===== src/hw/rtl/stbc_pkg.sv =====
// ----------------------------------------------------------------------------
// stbc_pkg: shared types and constants of the servo tester button control
// Register layout, request payload, reset values and the seven-segment table.
// ----------------------------------------------------------------------------
package stbc_pkg;

	// Field widths.
	localparam int PosW  = 14;
	localparam int CntW  = 8;
	localparam int StepW = 8;
	localparam int AddrW = 5;
	localparam int DataW = 32;

	// Register reset values.
	localparam logic [CntW-1:0]  LongPressReset = 8'd20;
	localparam logic [PosW-1:0]  AngleMinReset  = 14'd0;
	localparam logic [PosW-1:0]  AngleMidReset  = 14'd90;
	localparam logic [PosW-1:0]  AngleMaxReset  = 14'd180;
	localparam logic [PosW-1:0]  PulseMinReset  = 14'd0;
	localparam logic [PosW-1:0]  PulseMidReset  = 14'd1250;
	localparam logic [PosW-1:0]  PulseMaxReset  = 14'd2500;
	localparam logic [StepW-1:0] PulseStepReset = 8'd5;

	// Decimal point bit of a segment pattern.
	localparam logic [7:0] SegDp = 8'h80;

	// Reciprocal constants for the decimal digit split (each exact over the range of its input).
	localparam logic [13:0] Recip1000 = 14'd8389;
	localparam int          Shift1000 = 23;
	localparam logic [5:0]  Recip100  = 6'd41;
	localparam int          Shift100  = 12;
	localparam logic [7:0]  Recip10   = 8'd205;
	localparam int          Shift10   = 11;

	// Register indexes on the configuration port.
	typedef enum logic [2:0] {
		REG_LONG_PRESS = 3'd0,
		REG_ANGLE_MIN  = 3'd1,
		REG_ANGLE_MID  = 3'd2,
		REG_ANGLE_MAX  = 3'd3,
		REG_PULSE_MIN  = 3'd4,
		REG_PULSE_MID  = 3'd5,
		REG_PULSE_MAX  = 3'd6,
		REG_PULSE_STEP = 3'd7
	} stbc_reg_idx_t;

	// Configuration register contents.
	typedef struct packed {
		logic [CntW-1:0]  long_press_ticks;
		logic [PosW-1:0]  angle_min;
		logic [PosW-1:0]  angle_mid;
		logic [PosW-1:0]  angle_max;
		logic [PosW-1:0]  pulse_min;
		logic [PosW-1:0]  pulse_mid;
		logic [PosW-1:0]  pulse_max;
		logic [StepW-1:0] pulse_step;
	} stbc_cfg_t;

	// Updated state handed from the front part to the display back part.
	typedef struct packed {
		logic [PosW-1:0] position;
		logic            pulse_mode;
		logic            beep;
	} stbc_item_t;

	// Active-high segments a..g in bits 0..6; digits above nine are blank.
	function automatic logic [6:0] digit_seg(input logic [3:0] d);
		logic [6:0] s;
		case (d)
			4'd0: s = 7'h3F;
			4'd1: s = 7'h06;
			4'd2: s = 7'h5B;
			4'd3: s = 7'h4F;
			4'd4: s = 7'h66;
			4'd5: s = 7'h6D;
			4'd6: s = 7'h7D;
			4'd7: s = 7'h07;
			4'd8: s = 7'h7F;
			4'd9: s = 7'h6F;
			default: s = 7'h00;
		endcase
		return s;
	endfunction

endpackage


===== src/hw/rtl/stbc_if.sv =====
// ----------------------------------------------------------------------------
// stbc_if: request channels of the servo tester button control
// Button tick channel and display result channel, valid/ready handshake.
// ----------------------------------------------------------------------------
interface stbc_in_if;
	logic valid;
	logic ready;
	logic left_pressed;
	logic middle_pressed;
	logic right_pressed;

	modport source (output valid, left_pressed, middle_pressed, right_pressed,
		input ready);
	modport sink (input valid, left_pressed, middle_pressed, right_pressed,
		output ready);
endinterface



===== src/hw/rtl/stbc_front.sv =====
// ----------------------------------------------------------------------------
// stbc_front: button tick front end
// Takes one tick per cycle while the queue has room, applies steps, long
// press and the middle-button cycle to the position and queues the new state.
// ----------------------------------------------------------------------------
module stbc_front import stbc_pkg::*; (
	input  logic       clk,
	input  logic       arst_n,
	input  stbc_cfg_t  cfg,
	stbc_in_if.sink    btn,
	input  logic       q_full,
	output logic       push,
	output stbc_item_t push_item
);

	logic [PosW-1:0]  pos_q;
	logic             mode_q;
	logic [CntW-1:0]  cnt_q;
	logic             lock_q;
	logic             mid_was_q;

	logic [PosW-1:0]  lo, md, hi, md_other;
	logic [StepW-1:0] step;
	logic [PosW:0]    dn_limit, up_sum_a;
	logic [PosW-1:0]  pos_a, pos_b, pos_cyc, pos_n;
	logic [CntW:0]    cnt_inc;
	logic             long_press, release_evt, mode_n;
	logic [CntW-1:0]  cnt_n;
	logic             lock_n;
	logic             accept;

	assign btn.ready = !q_full;
	assign accept    = btn.valid && btn.ready;

	// Limits of the current mode; angle mode steps by one.
	always_comb begin
		if (mode_q) begin
			lo       = cfg.pulse_min;
			md       = cfg.pulse_mid;
			hi       = cfg.pulse_max;
			step     = cfg.pulse_step;
			md_other = cfg.angle_mid;
		end else begin
			lo       = cfg.angle_min;
			md       = cfg.angle_mid;
			hi       = cfg.angle_max;
			step     = StepW'(1);
			md_other = cfg.pulse_mid;
		end
	end

	// Down step first, then up step, each only when it stays within limits.
	assign dn_limit = {1'b0, lo} + (PosW+1)'(step);
	assign pos_a    = (btn.left_pressed && ({1'b0, pos_q} >= dn_limit)) ?
		pos_q - PosW'(step) : pos_q;
	assign up_sum_a = {1'b0, pos_a} + (PosW+1)'(step);
	assign pos_b    = (btn.right_pressed && (up_sum_a <= {1'b0, hi})) ?
		up_sum_a[PosW-1:0] : pos_a;

	// Long press detection on the unlocked middle button.
	assign cnt_inc     = {1'b0, cnt_q} + (CntW+1)'(1);
	assign long_press  = !lock_q && btn.middle_pressed &&
		(cnt_inc > {1'b0, cfg.long_press_ticks});
	assign release_evt = !btn.middle_pressed && mid_was_q;
	assign mode_n      = mode_q ^ long_press;

	// Release cycle: min to mid, mid to max, max to min, anything else to mid.
	always_comb begin
		if (pos_b == lo) begin
			pos_cyc = md;
		end else if (pos_b == md) begin
			pos_cyc = hi;
		end else if (pos_b == hi) begin
			pos_cyc = lo;
		end else begin
			pos_cyc = md;
		end
	end

	// Next position, counter and lock.
	always_comb begin
		pos_n  = pos_b;
		cnt_n  = cnt_q;
		lock_n = lock_q;
		if (long_press) begin
			pos_n  = md_other;
			lock_n = 1'b1;
		end
		if (!lock_q && btn.middle_pressed) begin
			cnt_n = cnt_inc[CntW] ? {CntW{1'b1}} : cnt_inc[CntW-1:0];
		end
		if (release_evt) begin
			cnt_n = '0;
			if (lock_q) begin
				lock_n = 1'b0;
			end else begin
				pos_n = pos_cyc;
			end
		end
	end

	// State update on each accepted tick.
	always_ff @(posedge clk or negedge arst_n) begin
		if (!arst_n) begin
			pos_q     <= AngleMidReset;
			mode_q    <= 1'b0;
			cnt_q     <= '0;
			lock_q    <= 1'b0;
			mid_was_q <= 1'b0;
		end else if (accept) begin
			pos_q     <= pos_n;
			mode_q    <= mode_n;
			cnt_q     <= cnt_n;
			lock_q    <= lock_n;
			mid_was_q <= btn.middle_pressed;
		end
	end

	assign push                = accept;
	assign push_item.position   = pos_n;
	assign push_item.pulse_mode = mode_n;
	assign push_item.beep       = long_press;

endmodule


===== src/flat_wrapper.sv =====
// flat-port wrapper written by rule: the top's interface ports become plain ports
module stbc_front_flat import stbc_pkg::*;
  (clk, arst_n, cfg, q_full, push, push_item, btn_valid, btn_left_pressed, btn_middle_pressed, btn_right_pressed, btn_ready);
  stbc_in_if btn_i ();
  input  logic clk;
  input  logic arst_n;
  input  stbc_cfg_t cfg;
  input  logic q_full;
  output logic push;
  output stbc_item_t push_item;
  input wire logic [$bits(btn_i.valid)-1:0] btn_valid;
  input wire logic [$bits(btn_i.left_pressed)-1:0] btn_left_pressed;
  input wire logic [$bits(btn_i.middle_pressed)-1:0] btn_middle_pressed;
  input wire logic [$bits(btn_i.right_pressed)-1:0] btn_right_pressed;
  output wire logic [$bits(btn_i.ready)-1:0] btn_ready;
  assign btn_i.valid = btn_valid;
  assign btn_i.left_pressed = btn_left_pressed;
  assign btn_i.middle_pressed = btn_middle_pressed;
  assign btn_i.right_pressed = btn_right_pressed;
  assign btn_ready = btn_i.ready;
  stbc_front u_core (.clk(clk), .arst_n(arst_n), .cfg(cfg), .btn(btn_i), .q_full(q_full), .push(push), .push_item(push_item));
endmodule

===== config.mk =====
export PLATFORM = sky130hd
export DESIGN_NAME = stbc_front_flat
export DESIGN_NICKNAME = d
export VERILOG_FILES = /design/src/hw/rtl/stbc_pkg.sv /design/src/hw/rtl/stbc_if.sv /design/src/hw/rtl/stbc_front.sv /design/src/flat_wrapper.sv
export SDC_FILE = /design/constraint.sdc
export NUM_CORES = 1
export LEC_CHECK = 0
export ABC_CLOCK_PERIOD_IN_PS = 15800
export CORE_MARGIN = 4
export CORE_UTILIZATION = 45
export DETAILED_ROUTE_END_ITERATION = 16
export DONT_BUFFER_PORTS = 1
export SYNTH_ARGS = -nofsm -noshare
export SYNTH_HDL_FRONTEND = slang
export SYNTH_SLANG_ARGS = --single-unit

===== constraint.sdc =====
create_clock -name clk -period 15.8 [get_ports clk]
set_input_delay 0.79 -clock clk [delete_from_list [all_inputs] [get_ports clk]]
set_output_delay 0.79 -clock clk [all_outputs]
set_load 0.05 [all_outputs]

==> reports/qor.csv <==
stage,metric,value,unit
drt,drc,0,
sta,slew_headroom,0.2095,
synth,syn_nets,1177,
cts,h-tree-depth,1,
pwr,ir_drop,0.1064,mV
cells_and_area,multi_input_area,6436,µm²
drt,dr.max_layer_used,met5,
global_routing,grt_pass1_wl,44580,µm
placed_design,place_congestion,1.027,
sta,worst_pin_slew,1.177,ns
run,drv_cap,0,
drt,met3RoutedLength,3407,µm
hold_path,hp-class,in -> async,
global_routing,grt_usage,0.3099,
drt,vias_per_cell,6.820,
setup_path,r2r-end,u_core.pos_q[2]$_DFFE_PN0P_,
cells_and_area,nNetsFinal,1150,
global_routing,grt_pass1_vias,7530,
die,rows,47,
cts,cts_resized,0,
cells_and_area,post-route-util,0.4710,
drt,drt_iter0_drc,973,
cts,clkLatencyLatePin,0.27,ns
setup_path,cpMostUsedCell,a21oi_1,
drt,vias,8170,
synth,synth_edf_count,0,
drt,antenna_left,0,
die,coreArea,16470,µm²
die,die_y,137.4,µm
cts,cts-root-buf,clkbuf_16,
setup_path,cpPeakStageDelay,0.89,ns
synth,syn-instance-count,1006,
synth,ys.warnings.count,0,
die,boundaryPins,125,
setup_path,r2r_slack,2.90,ns
setup_path,r2r_start,u_core.mode_q$_DFFE_PN0P_,
die,initial_utilization,0.4574,
synth,netlist_top_cells_count,"a21oi_1, nand2_1, o21ai_0",
pwr,p_leak,3.203,nW
sta,tns,0,ns
synth,synth.cell_area,7531,µm²
setup_path,crit_path_start_kind,flop,
global_routing,antenna_found_initial,1,
synth,yosysUniqueCellTypes,98,
cells_and_area,drive_above_1_share,0.08998,
synth,synth.area.top_cells,"ha_1, mux2i_1, dfrtp_1, a21oi_1, xnor2_1",
cts,path_clk_slew,0.07,ns
sta,fmax,70.04,MHz
global_routing,grt_start_max_net_pins,54,
setup_path,crit_fanout,53,
setup_path,ff2ff_path_depth,43,
status,outcome,"complete, no violations",
synth,synth_seq_cells,25,
setup_path,crit_required,15.01,ns
synth,yosys.area.top_type,ha_1,
synth,async_flop_share,1.000,
synth,postSynthAreaPerCell,7.486,µm²
synth,synth_seq_area_share,0.08373,
sta,slew_violations,0,
setup_path,critPathKind,reg -> out,
die,dieWidth,137.4,µm
global_routing,overflow,0,
sta,setup_viol,0,
cells_and_area,diodes,0,
drt,drt_first_pass_iters,6,
cells_and_area,seqCellArea,634.4,µm²
drt,post_drt_wl_per_cell,24.87,µm
synth,ys.flop_type,dfrtp_1,
die,fp.dieArea,18870,µm²
cts,post-cts-setup-buffers,0,
synth,yosysMostFrequentCell,a21oi_1,
cts,cts_buffer_depth,2,
setup_path,end_kind,primary output,
drt,drt-total-wl,29800,µm
setup_path,arrival,13.49,ns
sta,hold_violations,0,
placed_design,hpwl,24390,µm
cts,tritoncts,done,
setup_path,crit_slowest_cell,dfrtp_4,
sta,rsz0062_at_grt,no,
cells_and_area,syn_to_final_growth,2.991,%
cts,cts_buffers,3,
cts,clock-sinks,25,
placed_design,io_buffers,0,
cells_and_area,num-fill-cells,1691,
pwr,p_per_area,206.0,nW/µm²
cts,postCtsHoldBufs,0,
sta,fin_crit_sh,0.9036,
drt,wl_met2,12840,µm
sta,finClkSkew,0.003499,ns
sta,min_period,14.28,ns
drt,met1Wirelength,12840,µm
synth,yosys.area.top_type_share,0.1013,
final cells by class:
type                    instances  area share
flip-flops and latches         25     0.08179
inverters                      47     0.02275
clock inverters                 1    0.001129
well taps                     220     0.03549
repair buffers                 20     0.01936
clock buffers                   3    0.009679
multi-input cells             882      0.8298
cells by family after synthesis:
group           after synthesis  synth area share
mux                          71           0.09752
simple gates                314            0.2195
buf+inv                      99           0.06164
compound gates              357            0.3298
fa+ha+maj                    64            0.1093
xor+xnor                     76           0.09852
flops                        25           0.08373
per-stage QoR:
stage	hold slack, ns	cell area (µm²)	setup WS, ns	total power [mW]	instances
floorplan	0.4555	7531	2.445	1.147	1006
global placement	0.4914	7672	2.278	1.498	1194
detailed placement	0.4947	7672	2.178	1.495	1194
CTS	0.2026	7756	1.841	1.565	1198
global route	0.1922	7756	0.7542	1.705	1198
finish	0.2047	7756	1.523	1.598	1198
worst max path at each step:
stage | from | end | slack (ns) | cells past startpoint
floorplan | u_core.mode_q$_DFFE_PN0P_ | push_item[14] | 2.45 | 56
global placement | u_core.mode_q$_DFFE_PN0P_ | push_item[2] | 2.28 | 41
detailed placement | u_core.mode_q$_DFFE_PN0P_ | push_item[2] | 2.18 | 42
CTS | u_core.mode_q$_DFFE_PN0P_ | push_item[2] | 1.84 | 42
global route | u_core.mode_q$_DFFE_PN0P_ | push_item[2] | 0.75 | 42
finish | u_core.mode_q$_DFFE_PN0P_ | push_item[2] | 1.52 | 42
critical path, delay by kind of cell (launching register included):
family	cells	cell delay [ns]
AOI/OAI and AO/OA	20	5.40
and+or+nand+nor	13	3.97
muxes	2	1.17
adders and majority gates	4	1.25
xor gates and xnor gates	1	0.13
buffers and inverters	2	0.38
DFF	1	0.89
power by group:
group | total, mW | switching (mW) | internal, mW
registers | 0.159 | 0.0719 | 0.0868
logic | 1.38 | 0.874 | 0.503
clock network | 0.0622 | 0.0270 | 0.0352
flip-flops by register name, indices dropped and copies added (netlist names):
| signal | flops |
|---|---|
| u_core.lock_q | 1 |
| u_core.mid_was_q | 1 |
| u_core.mode_q | 1 |
| u_core.cnt_q | 8 |
| u_core.pos_q | 14 |
routing by layer:
metal,GRT usage,vias up
li1,-,3774
met1,0.4437,3854
met2,0.4708,482
met3,0.06611,58
met4,0.08204,2
met5,0,-
placed cells by master (no fill, tap or decap), drive strengths merged, types with 11 or more instances in the layout:
master  instances
nand4          17
nand2          83
nor3           30
dfrtp          21
xnor2          47
nand3          28
o21a           11
and3           13
o211ai         17
xor2           24
a21o           27
mux2i          55
a21oi          84
mux2           16
buf            20
o21ai          73
ha             61
a31oi          13
nor2b          11
nor2           54
inv            48
a211oi         26
nor4           19
or2            13
Power figures use the tool's default switching activity.
