[config.mk]
export PLATFORM = sky130hd
export DESIGN_NAME = stbc_queue
export DESIGN_NICKNAME = d
export VERILOG_FILES = /design/src/hw/rtl/stbc_pkg.sv /design/src/hw/rtl/stbc_queue.sv
export SDC_FILE = /design/constraint.sdc
export NUM_CORES = 1
export LEC_CHECK = 0
export ABC_AREA = 1
export BUFFER_PORTS_ARGS = -buffer_cell sky130_fd_sc_hd__buf_2
export CAP_MARGIN = 0
export CORE_ASPECT_RATIO = 1.5
export CORE_MARGIN = 10
export CORE_UTILIZATION = 43
export CTS_BUF_LIST = sky130_fd_sc_hd__clkbuf_8
export DETAILED_ROUTE_END_ITERATION = 10
export PLACE_DENSITY = 0.7
export SETUP_SLACK_MARGIN = 0.5
export SLEW_MARGIN = 10
export SYNTH_ARGS = -nofsm -noshare
export SYNTH_HDL_FRONTEND = slang
export SYNTH_SLANG_ARGS = --single-unit
[constraint.sdc]
create_clock -name clk -period 1.6 [get_ports clk]
set_clock_uncertainty 0.05 [all_clocks]
set_input_delay 0.16 -clock clk [delete_from_list [all_inputs] [get_ports clk]]
set_output_delay 0.16 -clock clk [all_outputs]
set_load 0.01 [all_outputs]
[src/hw/rtl/stbc_pkg.sv]
// ----------------------------------------------------------------------------
// stbc_pkg: shared types and constants of the servo tester button control
// Register layout, request payload, reset values and the seven-segment table.
// ----------------------------------------------------------------------------
package stbc_pkg;

	// Field widths.
	localparam int PosW  = 14;
	localparam int CntW  = 8;
	localparam int StepW = 8;
	localparam int AddrW = 5;
	localparam int DataW = 32;

	// Register reset values.
	localparam logic [CntW-1:0]  LongPressReset = 8'd20;
	localparam logic [PosW-1:0]  AngleMinReset  = 14'd0;
	localparam logic [PosW-1:0]  AngleMidReset  = 14'd90;
	localparam logic [PosW-1:0]  AngleMaxReset  = 14'd180;
	localparam logic [PosW-1:0]  PulseMinReset  = 14'd0;
	localparam logic [PosW-1:0]  PulseMidReset  = 14'd1250;
	localparam logic [PosW-1:0]  PulseMaxReset  = 14'd2500;
	localparam logic [StepW-1:0] PulseStepReset = 8'd5;

	// Decimal point bit of a segment pattern.
	localparam logic [7:0] SegDp = 8'h80;

	// Reciprocal constants for the decimal digit split (each exact over the range of its input).
	localparam logic [13:0] Recip1000 = 14'd8389;
	localparam int          Shift1000 = 23;
	localparam logic [5:0]  Recip100  = 6'd41;
	localparam int          Shift100  = 12;
	localparam logic [7:0]  Recip10   = 8'd205;
	localparam int          Shift10   = 11;

	// Register indexes on the configuration port.
	typedef enum logic [2:0] {
		REG_LONG_PRESS = 3'd0,
		REG_ANGLE_MIN  = 3'd1,
		REG_ANGLE_MID  = 3'd2,
		REG_ANGLE_MAX  = 3'd3,
		REG_PULSE_MIN  = 3'd4,
		REG_PULSE_MID  = 3'd5,
		REG_PULSE_MAX  = 3'd6,
		REG_PULSE_STEP = 3'd7
	} stbc_reg_idx_t;

	// Configuration register contents.
	typedef struct packed {
		logic [CntW-1:0]  long_press_ticks;
		logic [PosW-1:0]  angle_min;
		logic [PosW-1:0]  angle_mid;
		logic [PosW-1:0]  angle_max;
		logic [PosW-1:0]  pulse_min;
		logic [PosW-1:0]  pulse_mid;
		logic [PosW-1:0]  pulse_max;
		logic [StepW-1:0] pulse_step;
	} stbc_cfg_t;

	// Updated state handed from the front part to the display back part.
	typedef struct packed {
		logic [PosW-1:0] position;
		logic            pulse_mode;
		logic            beep;
	} stbc_item_t;

	// Active-high segments a..g in bits 0..6; digits above nine are blank.
	function automatic logic [6:0] digit_seg(input logic [3:0] d);
		logic [6:0] s;
		case (d)
			4'd0: s = 7'h3F;
			4'd1: s = 7'h06;
			4'd2: s = 7'h5B;
			4'd3: s = 7'h4F;
			4'd4: s = 7'h66;
			4'd5: s = 7'h6D;
			4'd6: s = 7'h7D;
			4'd7: s = 7'h07;
			4'd8: s = 7'h7F;
			4'd9: s = 7'h6F;
			default: s = 7'h00;
		endcase
		return s;
	endfunction

endpackage

[src/hw/rtl/stbc_queue.sv]
// ----------------------------------------------------------------------------
// stbc_queue: short queue between front and back
// Register-based FIFO of updated states so either side can stall alone.
// ----------------------------------------------------------------------------
module stbc_queue import stbc_pkg::*; #(
	parameter int DEPTH = 2
) (
	input  logic       clk,
	input  logic       arst_n,
	input  logic       push,
	input  stbc_item_t push_item,
	output logic       full,
	input  logic       pop,
	output stbc_item_t head_item,
	output logic       empty
);

	localparam int PtrW = (DEPTH > 1) ? $clog2(DEPTH) : 1;
	localparam int CntW = $clog2(DEPTH + 1);

	stbc_item_t      mem_q [DEPTH];
	logic [PtrW-1:0] wr_ptr_q, rd_ptr_q;
	logic [CntW-1:0] count_q;

	assign full      = (count_q == CntW'(DEPTH));
	assign empty     = (count_q == '0);
	assign head_item = mem_q[rd_ptr_q];

	// Storage write.
	always_ff @(posedge clk) begin
		if (push) begin
			mem_q[wr_ptr_q] <= push_item;
		end
	end

	// Pointers and fill count.
	always_ff @(posedge clk or negedge arst_n) begin
		if (!arst_n) begin
			wr_ptr_q <= '0;
			rd_ptr_q <= '0;
			count_q  <= '0;
		end else begin
			if (push) begin
				wr_ptr_q <= (wr_ptr_q == PtrW'(DEPTH - 1)) ? '0 : wr_ptr_q + PtrW'(1);
			end
			if (pop) begin
				rd_ptr_q <= (rd_ptr_q == PtrW'(DEPTH - 1)) ? '0 : rd_ptr_q + PtrW'(1);
			end
			if (push && !pop) begin
				count_q <= count_q + CntW'(1);
			end else if (pop && !push) begin
				count_q <= count_q - CntW'(1);
			end
		end
	end

endmodule

==> flow_summary.yaml, run 1 <==
yosys:
  synth_area_mm2: 0.00141
  synth-async-reset-ratio: 0.111
  synthesis.instances: 75
  synth_nets: 96
  synth.top_cell.area_share: 0.680
  syn_avg_cell_area_um2: 18.8
  synth_seq_cells: 36
  synth_most_common_cell: "edfxtp_1"
  synthTopCellsByArea: "edfxtp_1 68%, mux2_4 9.6%, dfrtp_1 7.1%"
  synthFlopType: "edfxtp_1"
  yosys_warnings: 0
  synthTopCellsByCount: "32 x edfxtp_1, 9 x mux2_4, 7 x inv_1, 7 x mux2_2, 5 x nand2_1"
  synth_seq_area_share: 0.751
  synthDistinctLibCells: 14
  synth_edf_count: 32
  synth_top_cell_by_area: "edfxtp_1"
pwr:
  peakVddDrop_uv: 1230
  finalPower_mw: 3.55
  pwr-share-comb: 0.451
  swShare: 0.281
  clkPwrFrac: 0.160
  power_leakage_nw: 0.880
  switching_power_mw: 0.998
  power-per-cell-area_mw_per_mm2: 1740
  pwr-share-seq: 0.389
  intPower_mw: 2.55
timing:
  worstMarginPinSlew_ps: 167
  post-route-min-period_ps: 1540
  period_share: 0.965
  finalHoldViolations: 0
  setup_ws_ps: 56.5
  setup_violations: 0
  timing.fmax_mhz: 648
  whs_ps: 15.6
  rsz0062_at_grt: "true"
  tns_ps: 0
  drv_slew: 0
  maxSlewHeadroom: 0.888
floorplanning:
  start_util: 0.447
  die_y_um: 90.2
  pin_count: 38
  dieArea_mm2: 0.00603
  fp.dieW_um: 66.8
  coreArea_mm2: 0.00316
  std_cell_rows: 25
global_routing:
  antenna_found_initial: 0
  grt_pass1_wl_um: 4200
  track_usage: 0.0940
  grt_pass1_vias: 898
  grt_start_max_net_pins: 17
  overflow: 0
clock_tree:
  insertion_delay_ps: 280
  cts_num_sinks: 36
  path_clk_slew_ps: 60
  cts_tree: "yes"
  root_buffer: "clkbuf_8"
  cts_buffers: 5
  clock_path_buffers: 2
  htreeDepth: 2
hold_path:
  hp-start: "push_item[13]"
  hold_path_depth: 1
  min_to: "mem_q[1][13]"
  hold_path_class: "input port to flip-flop"
route:
  wl_per_cell_um: 15.9
  drc_errors: 0
  dr_total_vias: 814
  ant_nets: 0
  drt-total-wl_um: 2780
  first_iter_violations: 14
  via_per_inst: 4.65
  first_pass_iters: 4
placement:
  dp_cells: 152
  dp_hpwl_um: 1860
  io_buffers: 37
  gp_congestion: 0.707
  placed_cell_area_mm2: 0.00165
  pre_cts_ws_ps: 342
setup_path:
  rr_endpoint: "rd_ptr_q"
  r2r-start: "rd_ptr_q"
  reg2reg_depth: 4
  cp-start-kind: "flip-flop"
  cp_max_fo: 5
  critPathCaptureType: "primary output"
  r2r_slack_ps: 390
  crit_type: "flip-flop to primary output"
  arrival_ps: 1330
  worstPathRequired_ps: 1390
outcome:
  outcome: "complete, no violations"
final_layout:
  fin_util: 0.645
  diodes: 0
  drive_above_1_share: 0.585
  final_area_mm2: 0.00204
  fin_cells: 175
  nets: 155
  syn_to_final_growth_pct: 44.2
run:
  drv_cap: 0
## registers in the layout, indices dropped and copies added, names as in the netlist
| signal | count |
|---|---|
| count_q | 2 |
| mem_q | 32 |
| rd_ptr_q | 1 |
| wr_ptr_q | 1 |
## cells by family (layout without fill, tap and decap cells)
kind of cell  after synthesis  after routing  share of synthesized area
flops                      36             36                      0.751
mux                        16             16                      0.151
simple gates               10             10                     0.0292
buf+inv                     9             69                     0.0407
xor+xnor                    3              3                     0.0186
fa+ha+maj                   1              1                    0.00886
## power by group through the flow
stage / clock (mW) / combinational [mW] / sequential (mW)
after floorplan: 0 / 0.708 / 1.35
after global placement: 0 / 0.943 / 1.36
after detailed placement: 0 / 0.970 / 1.37
after CTS: 0.586 / 1.32 / 1.36
after global routing: 0.631 / 1.70 / 1.41
final: 0.569 / 1.60 / 1.38
## what timing repair did
action | CTS | global route
endpoints found under the setup margin | 50 | 50
resized for setup | 16 | 18
hold endpoints to repair | 4 | 2
hold buffers | 1 | 1
pin swaps | 1 | 1
setup buffers | 8 | 4
gates cloned | 0 | 1
## routing by layer
| layer | up-vias | routed length (um) | track usage |
|---|---|---|---|
| li1 | 388 | - | - |
| met3 | 5 | 164 | 0.0447 |
| met5 | - | 0 | 0 |
| met2 | 22 | 1650 | 0.170 |
| met1 | 399 | 921 | 0.0816 |
| met4 | 0 | 46 | 0.0421 |
## area by class of cell
type / count / area (um2)
Multi-Input combinational cell: 30 / 330
Fill cell: 241 / 1120
Clock inverter: 3 / 11.3
Sequential cell: 36 / 1060
Timing Repair Buffer: 54 / 483
Clock buffer: 5 / 68.8
Tap cell: 40 / 50.0
Inverter: 7 / 30.0
## worst max-delay path by stage
stage | from | endpoint | cells past startpoint
CTS | rd_ptr_q | head_item[14] | 3
global route | rd_ptr_q | head_item[9] | 3
finish | rd_ptr_q | head_item[9] | 3
detailed placement | wr_ptr_q | mem_q[0][11] | 1
floorplan | rd_ptr_q | head_item[10] | 3
global placement | wr_ptr_q | mem_q[1][11] | 2
## cells in the final DEF, fill, tap and decap left out
cell and n:
buf_2 21, nor2_1 2, buf_6 18, nor2_4 1
dfrtp_1 2, clkinvlp_4 1, mux2_4 16, nand3_1 1
clkbuf_16 1, dfrtp_2 2, xnor2_1 1, edfxtp_1 32
clkbuf_8 5, buf_8 2, inv_2 1, nand2_1 4
clkinv_1 1, nand4_1 1, ha_1 1, inv_1 7
nand2_2 1, buf_12 2, xor2_1 2, buf_4 8
dlygate4sd3_1 2
## worst max-delay path: stages (launching register included)
cell and delay, ps:
dfrtp_2 460, clkbuf_16 180, mux2_4 300, buf_6 120
Power figures use the tool's default switching activity.
==> run 2: changes to the inputs <==
--- a/config.mk
+++ b/config.mk
@@ -8,12 +8,14 @@
 export ABC_AREA = 1
 export BUFFER_PORTS_ARGS = -buffer_cell sky130_fd_sc_hd__buf_2
 export CAP_MARGIN = 0
+export CELL_PAD_IN_SITES_DETAIL_PLACEMENT = 0
+export CELL_PAD_IN_SITES_GLOBAL_PLACEMENT = 1
 export CORE_ASPECT_RATIO = 1.5
 export CORE_MARGIN = 10
-export CORE_UTILIZATION = 43
+export CORE_UTILIZATION = 40
 export CTS_BUF_LIST = sky130_fd_sc_hd__clkbuf_8
 export DETAILED_ROUTE_END_ITERATION = 10
-export PLACE_DENSITY = 0.7
+export PLACE_DENSITY_LB_ADDON = 0.1
 export SETUP_SLACK_MARGIN = 0.5
 export SLEW_MARGIN = 10
 export SYNTH_ARGS = -nofsm -noshare
==> flow_summary.yaml, run 2 (synthesis gave the netlist of run 1 again) <==
setup_path:
  worstPathBufferInverterCount: 2
  path_cells: "buf_12, mux2_2, buf_2"
  worstPathRequired_ps: 1390
  arrival_ps: 1300
  cp_max_fo: 14
  crit_path_max_incr_delay_ps: 390
  cpMaxStageDelayCell: "dfrtp_2"
  crit_type: "flip-flop to primary output"
  critPathCaptureType: "primary output"
  crit_family: "flip-flops"
  cp-start-kind: "flip-flop"
timing:
  post-route-min-period_ps: 1510
  rsz0062_at_grt: "true"
  drv_slew: 0
  finalHoldViolations: 0
  period_share: 0.946
  setup_violations: 0
  timing.fmax_mhz: 661
  whs_ps: 15.7
  setup_ws_ps: 86.7
  tns_ps: 0
  worstMarginPinSlew_ps: 151
  maxSlewHeadroom: 0.899
final_layout:
  diodes: 0
  nFillCells: 324
  final_area_mm2: 0.00184
  syn_to_final_growth_pct: 30.6
  nets: 147
  drive_above_1_share: 0.575
  largest_register_ffs: 32
  final_common_cell: "buf_2"
  reg_top3: "mem_q x32, count_q x2"
  top_register: "mem_q"
  final_cell_mix: "37 x buf_2, 32 x edfxtp_1, 9 x mux2_4"
  fin_util: 0.540
run:
  drv_cap: 0
floorplanning:
  pin_count: 38
  std_cell_rows: 26
  fp.dieW_um: 68.5
  die_y_um: 92.8
  start_util: 0.414
  dieArea_mm2: 0.00636
  coreArea_mm2: 0.00342
placement:
  io_buffers: 37
  pre_cts_ws_ps: 279
  dp_hpwl_um: 1820
  gp_congestion: 0.669
  placed_cell_area_mm2: 0.00165
route:
  dr_total_vias: 779
  first_pass_iters: 4
  first_iter_violations: 15
  drc_errors: 0
  ant_nets: 0
  via_per_inst: 4.61
  wl_per_cell_um: 14.3
  drt-total-wl_um: 2410
clock_tree:
  cts_num_sinks: 36
  clock_path_buffers: 2
  cts_buffers: 5
  root_buffer: "clkbuf_8"
  htreeDepth: 2
  cts_tree: "yes"
  insertion_delay_ps: 280
  path_clk_slew_ps: 70
global_routing:
  antenna_found_initial: 0
  grt_pass1_wl_um: 3820
  overflow: 0
  grt_start_max_net_pins: 15
  grt_pass1_vias: 864
  track_usage: 0.0827
pwr:
  peakVddDrop_uv: 1130
  power-per-cell-area_mw_per_mm2: 1650
  power_leakage_nw: 0.769
outcome:
  outcome: "complete, no violations"
hold_path:
  hold_path_class: "input port to flip-flop"
==> run 2: where the power goes <==
part           switching (mW)  total [mW]  leakage [nW]  internal (mW)
registers              0.0881        1.35         0.345           1.27
logic                   0.497        1.11         0.378          0.615
clock network           0.286       0.581        0.0453          0.295
total                   0.871        3.05         0.769           2.18
==> run 2: path summary, 6_finish.rpt <==
kind | start | cells after the start | slack (ps) | end
max in group asynchronous | arst_n | 2 | 1210 | wr_ptr_q
min in group asynchronous | arst_n | 2 | 150 | count_q[1]
hold reg to reg | wr_ptr_q | 1 | 470 | wr_ptr_q
setup / recovery | rd_ptr_q | 3 | 90 | head_item[7]
hold / removal | push_item[14] | 1 | 20 | mem_q[1][14]
setup reg to reg | wr_ptr_q | 3 | 510 | mem_q[1][7]
==> run 2: timing repair <==
item / CTS / global route
setup buffers: 6 / 0
resized for setup: 2 / 2
hold buffers: 1 / 1
setup endpoints to repair: 50 / 50
cloned: 0 / 0
pin swaps: 2 / 1
hold endpoints to repair: 4 / 2
==> run 2: through the flow <==
stage | instances | total power [mW]
final | 169 | 3.05
after global placement | 153 | 2.34
after detailed placement | 153 | 2.36
after CTS | 168 | 3.11
after floorplan | 75 | 2.06
after global routing | 169 | 3.25
==> run 2: routing by layer <==
| metal | routed length, um | global-route usage | vias to the layer above |
|---|---|---|---|
| li1 | - | - | 371 |
| met1 | 787 | 0.0725 | 374 |
| met2 | 1280 | 0.140 | 28 |
| met3 | 285 | 0.0483 | 6 |
| met4 | 53 | 0.0455 | 0 |
| met5 | 0 | 0 | - |
==> run 2: final cells by class <==
| type | instances | area (um2) | area share |
|---|---|---|---|
| clock buffer | 5 | 68.8 | 0.0373 |
| multi-input combinational | 30 | 304 | 0.165 |
| inverter | 7 | 30.0 | 0.0163 |
| sequential | 36 | 1060 | 0.577 |
| tap | 42 | 52.6 | 0.0285 |
| clock inverter | 3 | 13.8 | 0.00746 |
| timing repair buffer | 46 | 312 | 0.169 |
