`src/hw/rtl/stbc_pkg.sv`:
```
// ----------------------------------------------------------------------------
// stbc_pkg: shared types and constants of the servo tester button control
// Register layout, request payload, reset values and the seven-segment table.
// ----------------------------------------------------------------------------
package stbc_pkg;

	// Field widths.
	localparam int PosW  = 14;
	localparam int CntW  = 8;
	localparam int StepW = 8;
	localparam int AddrW = 5;
	localparam int DataW = 32;

	// Register reset values.
	localparam logic [CntW-1:0]  LongPressReset = 8'd20;
	localparam logic [PosW-1:0]  AngleMinReset  = 14'd0;
	localparam logic [PosW-1:0]  AngleMidReset  = 14'd90;
	localparam logic [PosW-1:0]  AngleMaxReset  = 14'd180;
	localparam logic [PosW-1:0]  PulseMinReset  = 14'd0;
	localparam logic [PosW-1:0]  PulseMidReset  = 14'd1250;
	localparam logic [PosW-1:0]  PulseMaxReset  = 14'd2500;
	localparam logic [StepW-1:0] PulseStepReset = 8'd5;

	// Decimal point bit of a segment pattern.
	localparam logic [7:0] SegDp = 8'h80;

	// Reciprocal constants for the decimal digit split (each exact over the range of its input).
	localparam logic [13:0] Recip1000 = 14'd8389;
	localparam int          Shift1000 = 23;
	localparam logic [5:0]  Recip100  = 6'd41;
	localparam int          Shift100  = 12;
	localparam logic [7:0]  Recip10   = 8'd205;
	localparam int          Shift10   = 11;

	// Register indexes on the configuration port.
	typedef enum logic [2:0] {
		REG_LONG_PRESS = 3'd0,
		REG_ANGLE_MIN  = 3'd1,
		REG_ANGLE_MID  = 3'd2,
		REG_ANGLE_MAX  = 3'd3,
		REG_PULSE_MIN  = 3'd4,
		REG_PULSE_MID  = 3'd5,
		REG_PULSE_MAX  = 3'd6,
		REG_PULSE_STEP = 3'd7
	} stbc_reg_idx_t;

	// Configuration register contents.
	typedef struct packed {
		logic [CntW-1:0]  long_press_ticks;
		logic [PosW-1:0]  angle_min;
		logic [PosW-1:0]  angle_mid;
		logic [PosW-1:0]  angle_max;
		logic [PosW-1:0]  pulse_min;
		logic [PosW-1:0]  pulse_mid;
		logic [PosW-1:0]  pulse_max;
		logic [StepW-1:0] pulse_step;
	} stbc_cfg_t;

	// Updated state handed from the front part to the display back part.
	typedef struct packed {
		logic [PosW-1:0] position;
		logic            pulse_mode;
		logic            beep;
	} stbc_item_t;

	// Active-high segments a..g in bits 0..6; digits above nine are blank.
	function automatic logic [6:0] digit_seg(input logic [3:0] d);
		logic [6:0] s;
		case (d)
			4'd0: s = 7'h3F;
			4'd1: s = 7'h06;
			4'd2: s = 7'h5B;
			4'd3: s = 7'h4F;
			4'd4: s = 7'h66;
			4'd5: s = 7'h6D;
			4'd6: s = 7'h7D;
			4'd7: s = 7'h07;
			4'd8: s = 7'h7F;
			4'd9: s = 7'h6F;
			default: s = 7'h00;
		endcase
		return s;
	endfunction

endpackage

```
`src/hw/rtl/stbc_cfg.sv`:
```
// ----------------------------------------------------------------------------
// stbc_cfg: configuration register file
// APB-style write and read access to the eight limit and timing registers.
// ----------------------------------------------------------------------------
module stbc_cfg import stbc_pkg::*; (
	input  logic             clk,
	input  logic             arst_n,
	input  logic             psel,
	input  logic             penable,
	input  logic             pwrite,
	input  logic [AddrW-1:0] paddr,
	input  logic [DataW-1:0] pwdata,
	output logic [DataW-1:0] prdata,
	output logic             pready,
	output stbc_cfg_t        cfg
);

	stbc_cfg_t     cfg_q;
	stbc_reg_idx_t reg_idx;
	logic          wr_en;

	assign reg_idx = stbc_reg_idx_t'(paddr[AddrW-1:2]);
	assign wr_en   = psel && penable && pwrite;
	assign pready  = 1'b1;
	assign cfg     = cfg_q;

	// Register writes, truncated to each register's width.
	always_ff @(posedge clk or negedge arst_n) begin
		if (!arst_n) begin
			cfg_q.long_press_ticks <= LongPressReset;
			cfg_q.angle_min        <= AngleMinReset;
			cfg_q.angle_mid        <= AngleMidReset;
			cfg_q.angle_max        <= AngleMaxReset;
			cfg_q.pulse_min        <= PulseMinReset;
			cfg_q.pulse_mid        <= PulseMidReset;
			cfg_q.pulse_max        <= PulseMaxReset;
			cfg_q.pulse_step       <= PulseStepReset;
		end else if (wr_en) begin
			case (reg_idx)
				REG_LONG_PRESS: cfg_q.long_press_ticks <= pwdata[CntW-1:0];
				REG_ANGLE_MIN:  cfg_q.angle_min        <= pwdata[PosW-1:0];
				REG_ANGLE_MID:  cfg_q.angle_mid        <= pwdata[PosW-1:0];
				REG_ANGLE_MAX:  cfg_q.angle_max        <= pwdata[PosW-1:0];
				REG_PULSE_MIN:  cfg_q.pulse_min        <= pwdata[PosW-1:0];
				REG_PULSE_MID:  cfg_q.pulse_mid        <= pwdata[PosW-1:0];
				REG_PULSE_MAX:  cfg_q.pulse_max        <= pwdata[PosW-1:0];
				REG_PULSE_STEP: cfg_q.pulse_step       <= pwdata[StepW-1:0];
				default: ;
			endcase
		end
	end

	// Read data, zero extended.
	always_comb begin
		case (reg_idx)
			REG_LONG_PRESS: prdata = DataW'(cfg_q.long_press_ticks);
			REG_ANGLE_MIN:  prdata = DataW'(cfg_q.angle_min);
			REG_ANGLE_MID:  prdata = DataW'(cfg_q.angle_mid);
			REG_ANGLE_MAX:  prdata = DataW'(cfg_q.angle_max);
			REG_PULSE_MIN:  prdata = DataW'(cfg_q.pulse_min);
			REG_PULSE_MID:  prdata = DataW'(cfg_q.pulse_mid);
			REG_PULSE_MAX:  prdata = DataW'(cfg_q.pulse_max);
			REG_PULSE_STEP: prdata = DataW'(cfg_q.pulse_step);
			default:        prdata = '0;
		endcase
	end

endmodule

```
`config.mk`:
```
export PLATFORM = sky130hd
export DESIGN_NAME = stbc_cfg
export DESIGN_NICKNAME = d
export VERILOG_FILES = /design/src/hw/rtl/stbc_pkg.sv /design/src/hw/rtl/stbc_cfg.sv
export SDC_FILE = /design/constraint.sdc
export NUM_CORES = 1
export LEC_CHECK = 0
export BUFFER_PORTS_ARGS = -buffer_cell sky130_fd_sc_hd__buf_4
export CELL_PAD_IN_SITES_DETAIL_PLACEMENT = 1
export CELL_PAD_IN_SITES_GLOBAL_PLACEMENT = 1
export CORE_ASPECT_RATIO = 1.4
export CORE_MARGIN = 1.5
export CORE_UTILIZATION = 39
export DETAILED_ROUTE_END_ITERATION = 6
export GPL_TIMING_DRIVEN = 0
export PLACE_DENSITY = 0.82
export SLEW_MARGIN = 10
export SYNTH_ARGS = -nofsm -noshare
export SYNTH_HDL_FRONTEND = slang
export SYNTH_SLANG_ARGS = --single-unit
```
`constraint.sdc`:
```
create_clock -name clk -period 1.5 [get_ports clk]
set_input_delay 0 -clock clk [delete_from_list [all_inputs] [get_ports clk]]
set_output_delay 0 -clock clk [all_outputs]
set_load 0.05 [all_outputs]
```
==> results of run 1 <==
[per-stage QoR]
stage | setup WS [ns] | hold slack, ns | cells | setup TNS (ns) | util [%]
2_1_floorplan | -0.0945 | -0.296 | 362 | -0.0945 | -
3_3_place_gp | -0.650 | 0.260 | 643 | -26.34 | 51.0
3_5_place_dp | -0.651 | 0.274 | 643 | -28.37 | 51.0
4_1_cts | -0.152 | 0.244 | 692 | -0.416 | 57.6
5_1_grt | -0.189 | 0.270 | 700 | -0.736 | 58.9
6_report | -0.177 | 0.251 | 700 | -0.322 | 58.9
[cells in the final DEF, fill, tap and decap left out, types with 4 or more instances in the layout]
cell and n:
conb_1 19, buf_2 4, o22a_1 6, buf_6 14
clkbuf_16 9, a221oi_4 4, dfrtp_1 78, dfstp_2 22
a211oi_2 6, a21oi_2 4, a2bb2oi_1 4, dlygate4sd3_1 15
buf_4 168, mux2_2 90, mux2_4 16, clkbuf_1 5
clkbuf_4 8, nor2_2 5, mux2i_1 26, o22ai_1 7
[tightest hold or removal path, delay by kind of cell]
kind	cells	cell delay, ns
muxes	1	0.22
and+or+nand+nor	2	0.21
buffers and inverters	1	0.13
[path summary, 6_finish.rpt]
path,to,slack [ns],depth (start not counted)
worst min-delay path,cfg[23],0.25,4
worst max register to register,cfg[66],0.41,3
worst max-delay path,prdata[2],-0.18,3
max in group asynchronous,cfg[91],0.55,2
worst min register to register,cfg[82],0.54,1
min in group asynchronous,cfg[18],0.34,2
[area by class of cell]
class	count	share of cell area (%)
Sequential cell	100	36.0
Multi-Input combinational cell	220	32.6
Timing Repair Buffer	175	20.1
Buffer	41	4.06
Clock buffer	12	3.51
Tap cell	147	2.62
Clock inverter	4	1.05
Inverter	1	0.0534
[cell families (layout without fill, tap and decap cells)]
logic type,Yosys count,count (layout),synth area share (%)
multiplexers,135,135,32.1
flip-flops,100,100,52.5
buffers and inverters,42,233,5.30
AO/OA/AOI/OAI,38,38,5.98
AND/OR/NAND/NOR,28,28,3.95
other,2,19,0.156
[power groups by stage]
stage,Sequential [mW],Combinational [mW],Clock [mW]
after global placement,3.79,4.36,0
after global routing,3.86,5.07,2.67
after floorplan,5.59,1.24,0
after CTS,3.75,4.78,2.57
after detailed placement,3.83,4.44,0
final,3.78,4.90,2.55
[repair_timing]
item                                   in CTS  in global routing
buffers inserted                           18                  8
setup endpoints to repair                  42                 43
resized for setup                          46                 23
hold buffers                               15                  0
pin swaps                                  17                 10
endpoints found under the hold margin     178                  0
[metal layers]
layer	GRT usage, %	wire length [µm]	up-vias
met5	0	0	-
met1	28.5	6110	1886
met4	11.5	486	0
met3	2.80	577	29
li1	-	-	1644
met2	45.1	8860	128
==> flow_metrics.py, run 1 <==
metrics = {
    "timing": {
        "setup_viol": 7,
        "rsz0062_at_grt": "true",
        "slew_headroom_pct": 38.7,
        "fmax_mhz": 596,
        "post-route-period-util_pct": 112,
        "worst_pin_slew_ns": 0.919,
        "final.setup.worst_slack_ns": -0.177,
        "slew_viol_final": 0,
        "fin_skew_ns": 0,
        "hold_viol": 0,
        "layout_min_cycle_time_ns": 1.68,
    },
    "logic_synthesis": {
        "synth_ff_type": "dfrtp_1",
        "synth_top_area_share_pct": 40.5,
        "synth.most_common_cell": "mux2_2",
        "avgSynthCellArea_um2": 14.0,
        "synth_top_area_cell": "dfrtp_1",
        "async_flop_share_pct": 100,
        "synthesis.area_um2": 4810,
        "netlist_top_cells_count": "mux2_2, dfrtp_1, mux2i_1",
        "synth.distinct_cells": 34,
        "synth_edf_count": 0,
        "postSynthCellCount": 345,
        "synth_area_leaders": "dfrtp_1, mux2_2, dfstp_2",
        "ys_ff_latch": 100,
        "ys_seq_area_share_pct": 52.5,
        "ys_warn_count": 0,
    },
    "placed_design": {
        "portBuffers": 134,
        "hpwl_um": 10500,
        "dpl-instance-area_um2": 6090,
        "place_congestion": 0.797,
    },
    "grt": {
        "grt_pass1_vias": 4070,
        "antenna_found_initial": 0,
        "grt.overflow.total": 0,
        "gr-usage-all-layers_pct": 24.6,
        "grt_pass1_wl_um": 24200,
        "grt_max_degree": 101,
    },
    "routing": {
        "drc_errors": 0,
        "initialDrtViolationCount": 124,
        "ant_nets": 0,
        "vias": 3687,
        "wire_per_inst_um": 22.9,
        "first_pass_iters": 4,
        "wirelength_um": 16000,
        "viasPerCell": 5.27,
    },
    "final_layout": {
        "final_nets": 590,
        "largest_register_ff_count": 100,
        "drive_above_1_share_pct": 68.0,
        "ff_latch_area_um2": 2530,
        "fin_area_um2": 7030,
        "num_antenna_cells": 0,
        "areaGrowthSynthToFinish_pct": 46.0,
        "multi_input_area_um2": 2290,
        "nFillCells": 1226,
    },
    "floorplanning": {
        "die_w_um": 96.9,
        "row_count": 47,
        "initial_core_util_pct": 40.3,
        "io_pins": 175,
        "core_um2": 11900,
        "dieArea_um2": 13000,
        "die_h_um": 134,
    },
    "power_and_ir_drop": {
        "p_sw_share_pct": 41.5,
        "p_seq_share_pct": 33.7,
        "power_leakage_nw": 3.41,
        "p_int_mw": 6.58,
        "p_total_mw": 11.2,
        "clockPowerShare_pct": 22.7,
        "irDropWorstVdd_uv": 867,
        "switchingPower_mw": 4.66,
        "combPwrFrac_pct": 43.6,
        "power_density_nw_per_um2": 1600,
    },
    "worst_setup_path": {
        "regToRegStartpoint": "cfg[66]",
        "worst_ep_required_time_ns": 1.50,
        "slowest_stage": "mux4_2",
        "crit_arrival_ns": 1.68,
        "crit_type": "flip-flop to output pin",
        "end_kind": "output pin",
        "crit_fanout": 2,
        "cp-startpoint": "cfg[66]",
        "critPathTopFamily": "multiplexers",
        "slowest_delay_ns": 0.48,
        "crit_chain": "mux4_2 > mux2_4 > buf_8",
        "worst-path-buf-inv": 1,
        "start_kind": "flip-flop",
    },
    "status": {
        "status": "complete, but fails checks",
        "violations": "setup timing",
    },
    "cts": {
        "path_clk_slew_ns": 0.07,
        "cts_tree": "built",
        "clockRootBuffer": "clkbuf_16",
        "cts.htree.levels": 3,
        "cts_inserted_buffers": 9,
        "clock_sinks": 100,
        "clk_latency_ns": 0.35,
        "clockBufferDepth": 2,
    },
    "min_path": {
        "min_path_type": "primary input to flip-flop",
        "hold_start": "penable",
    },
    "job": {
        "cap_violations": 0,
    },
}
No activity file was read; power rests on OpenSTA's default activity.
==> run 2: changes to the inputs <==
==> constraint.sdc (replaced) <==
create_clock -name clk -period 1.9 [get_ports clk]
set_input_delay 0 -clock clk [delete_from_list [all_inputs] [get_ports clk]]
set_output_delay 0 -clock clk [all_outputs]
set_load 0.05 [all_outputs]
==> flow_metrics.py, run 2 (synthesis results as in run 1) <==
metrics = {
    "floorplanning": {
        "die_h_um": 134,
        "die_w_um": 96.9,
        "row_count": 47,
        "initial_core_util_pct": 40.3,
        "core_um2": 11900,
        "dieArea_um2": 13000,
        "io_pins": 175,
    },
    "worst_setup_path": {
        "cp-startpoint": "cfg[70]",
        "crit_type": "flip-flop to output pin",
        "worst_ep_required_time_ns": 1.90,
        "regToRegStartpoint": "cfg[37]",
        "slowest_stage": "dfstp_2",
        "crit_arrival_ns": 1.79,
        "crit_chain": "inv_1 > a221oi_1 > o22a_1 > buf_4",
        "start_kind": "flip-flop",
        "crit_fanout": 3,
        "reg2reg_depth": 1,
        "cp.depth": 4,
        "r2r_end": "cfg[37]",
        "r2r_setup_slack_ns": 1.06,
        "critPathTopFamily": "compound AO/OA/AOI/OAI gates",
        "end_kind": "output pin",
        "crit_end": "prdata[6]",
        "worst-path-buf-inv": 2,
        "slowest_delay_ns": 0.56,
    },
    "min_path": {
        "min_path_type": "primary input to flip-flop",
    },
    "final_layout": {
        "areaGrowthSynthToFinish_pct": 35.3,
        "final_nets": 564,
        "largest_register_ff_count": 100,
        "final_util_pct": 54.6,
        "num_antenna_cells": 0,
        "layout_common_cells": "buf_4, mux2_2, dfrtp_1, mux2i_1, dfstp_2",
        "drive_above_1_share_pct": 60.5,
        "final_common_cell": "buf_4",
    },
    "routing": {
        "wirelength_um": 14800,
        "ant_nets": 0,
        "viasPerCell": 5.26,
        "initialDrtViolationCount": 147,
        "wire_per_inst_um": 22.0,
        "drc_errors": 0,
        "first_pass_iters": 4,
        "vias": 3546,
    },
    "power_and_ir_drop": {
        "power_leakage_nw": 3.17,
        "irDropWorstVdd_uv": 609,
        "power_density_nw_per_um2": 1270,
    },
    "timing": {
        "fmax_mhz": 559,
        "rsz0062_at_grt": "false",
        "tns_ns": 0,
        "whs_ns": 0.249,
        "post-route-period-util_pct": 94.2,
        "setup_viol": 0,
        "hold_viol": 0,
        "fin_skew_ns": 0,
        "layout_min_cycle_time_ns": 1.79,
        "slew_viol_final": 0,
        "worst_pin_slew_ns": 0.934,
        "slew_headroom_pct": 37.7,
    },
    "cts": {
        "cts_inserted_buffers": 9,
        "clk_latency_ns": 0.34,
        "cts.htree.levels": 3,
        "cts_tree": "built",
        "clock_sinks": 100,
        "path_clk_slew_ns": 0.06,
        "clockBufferDepth": 2,
        "clockRootBuffer": "clkbuf_16",
        "cts_setup_buffers": 0,
    },
    "grt": {
        "grt_max_degree": 101,
        "gr-usage-all-layers_pct": 22.8,
        "grt_pass1_wl_um": 22600,
        "grt.overflow.total": 0,
        "antenna_found_initial": 0,
        "grt_pass1_vias": 3846,
    },
    "placed_design": {
        "place_congestion": 0.780,
        "hpwl_um": 10500,
        "portBuffers": 134,
    },
    "job": {
        "cap_violations": 0,
    },
    "status": {
        "status": "complete, no violations",
    },
}
## run 2: cell types whose count changed in the layout (fill, tap and decap cells not counted), sizes merged
cell / before / now
clkbuf: 25 / 23
clkinv: 2 / 1
bufinv: 2 / 0
buf: 188 / 167
## run 2: stage by stage
stage          cells  total power [mW]  setup WS [ns]  instance area [µm²]
2_1_floorplan    362              5.39          0.152                 4880
3_3_place_gp     643              6.42         -0.200                 6070
3_5_place_dp     643              6.52         -0.263                 6070
4_1_cts          674              8.30         0.0598                 6510
5_1_grt          674              8.55         0.0738                 6520
6_report         674              8.27          0.111                 6520
## run 2: worst min-delay path by stage
stage / endpoint / depth (start not counted) / startpoint
2_1_floorplan: cfg[11] / 0 / arst_n
6_report: cfg[64] / 4 / paddr[2]
4_1_cts: cfg[64] / 4 / paddr[2]
3_3_place_gp: cfg[76] / 2 / pwdata[12]
5_1_grt: cfg[81] / 4 / penable
3_5_place_dp: cfg[76] / 2 / pwdata[12]
## run 2: layer usage
layer / GRT usage, % / vias up / part of all wire, %
li1: - / 1590 / -
met1: 26.3 / 1810 / 40
met2: 42.5 / 120 / 53
met3: 3.78 / 26 / 4.0
met4: 8.05 / 0 / 2.5
met5: 0 / - / 0
## run 2: final cells by class
cell class              instances  area (µm²)
inverters                       1        3.75
plain buffers                  41         254
clock inverters                 1        5.00
flip-flops and latches        100        2530
multi-input cells             220        2100
clock buffers                  15         278
fillers                      1247        5420
well taps                     147         184
repair buffers                149        1160
## run 2: power by group
| group | total (mW) | internal, mW | leakage, nW | switching [mW] |
|---|---|---|---|---|
| clock network | 1.76 | 0.997 | 0.140 | 0.765 |
| logic | 3.51 | 1.16 | 1.80 | 2.35 |
| registers | 2.99 | 2.62 | 1.23 | 0.378 |
| total | 8.27 | 4.78 | 3.17 | 3.49 |
## run 2: what timing repair did
action / CTS / global route
endpoints found under the setup margin: 0 / 6
resized for setup: 0 / 3
hold endpoints to repair: 178 / 0
hold buffers: 15 / 0
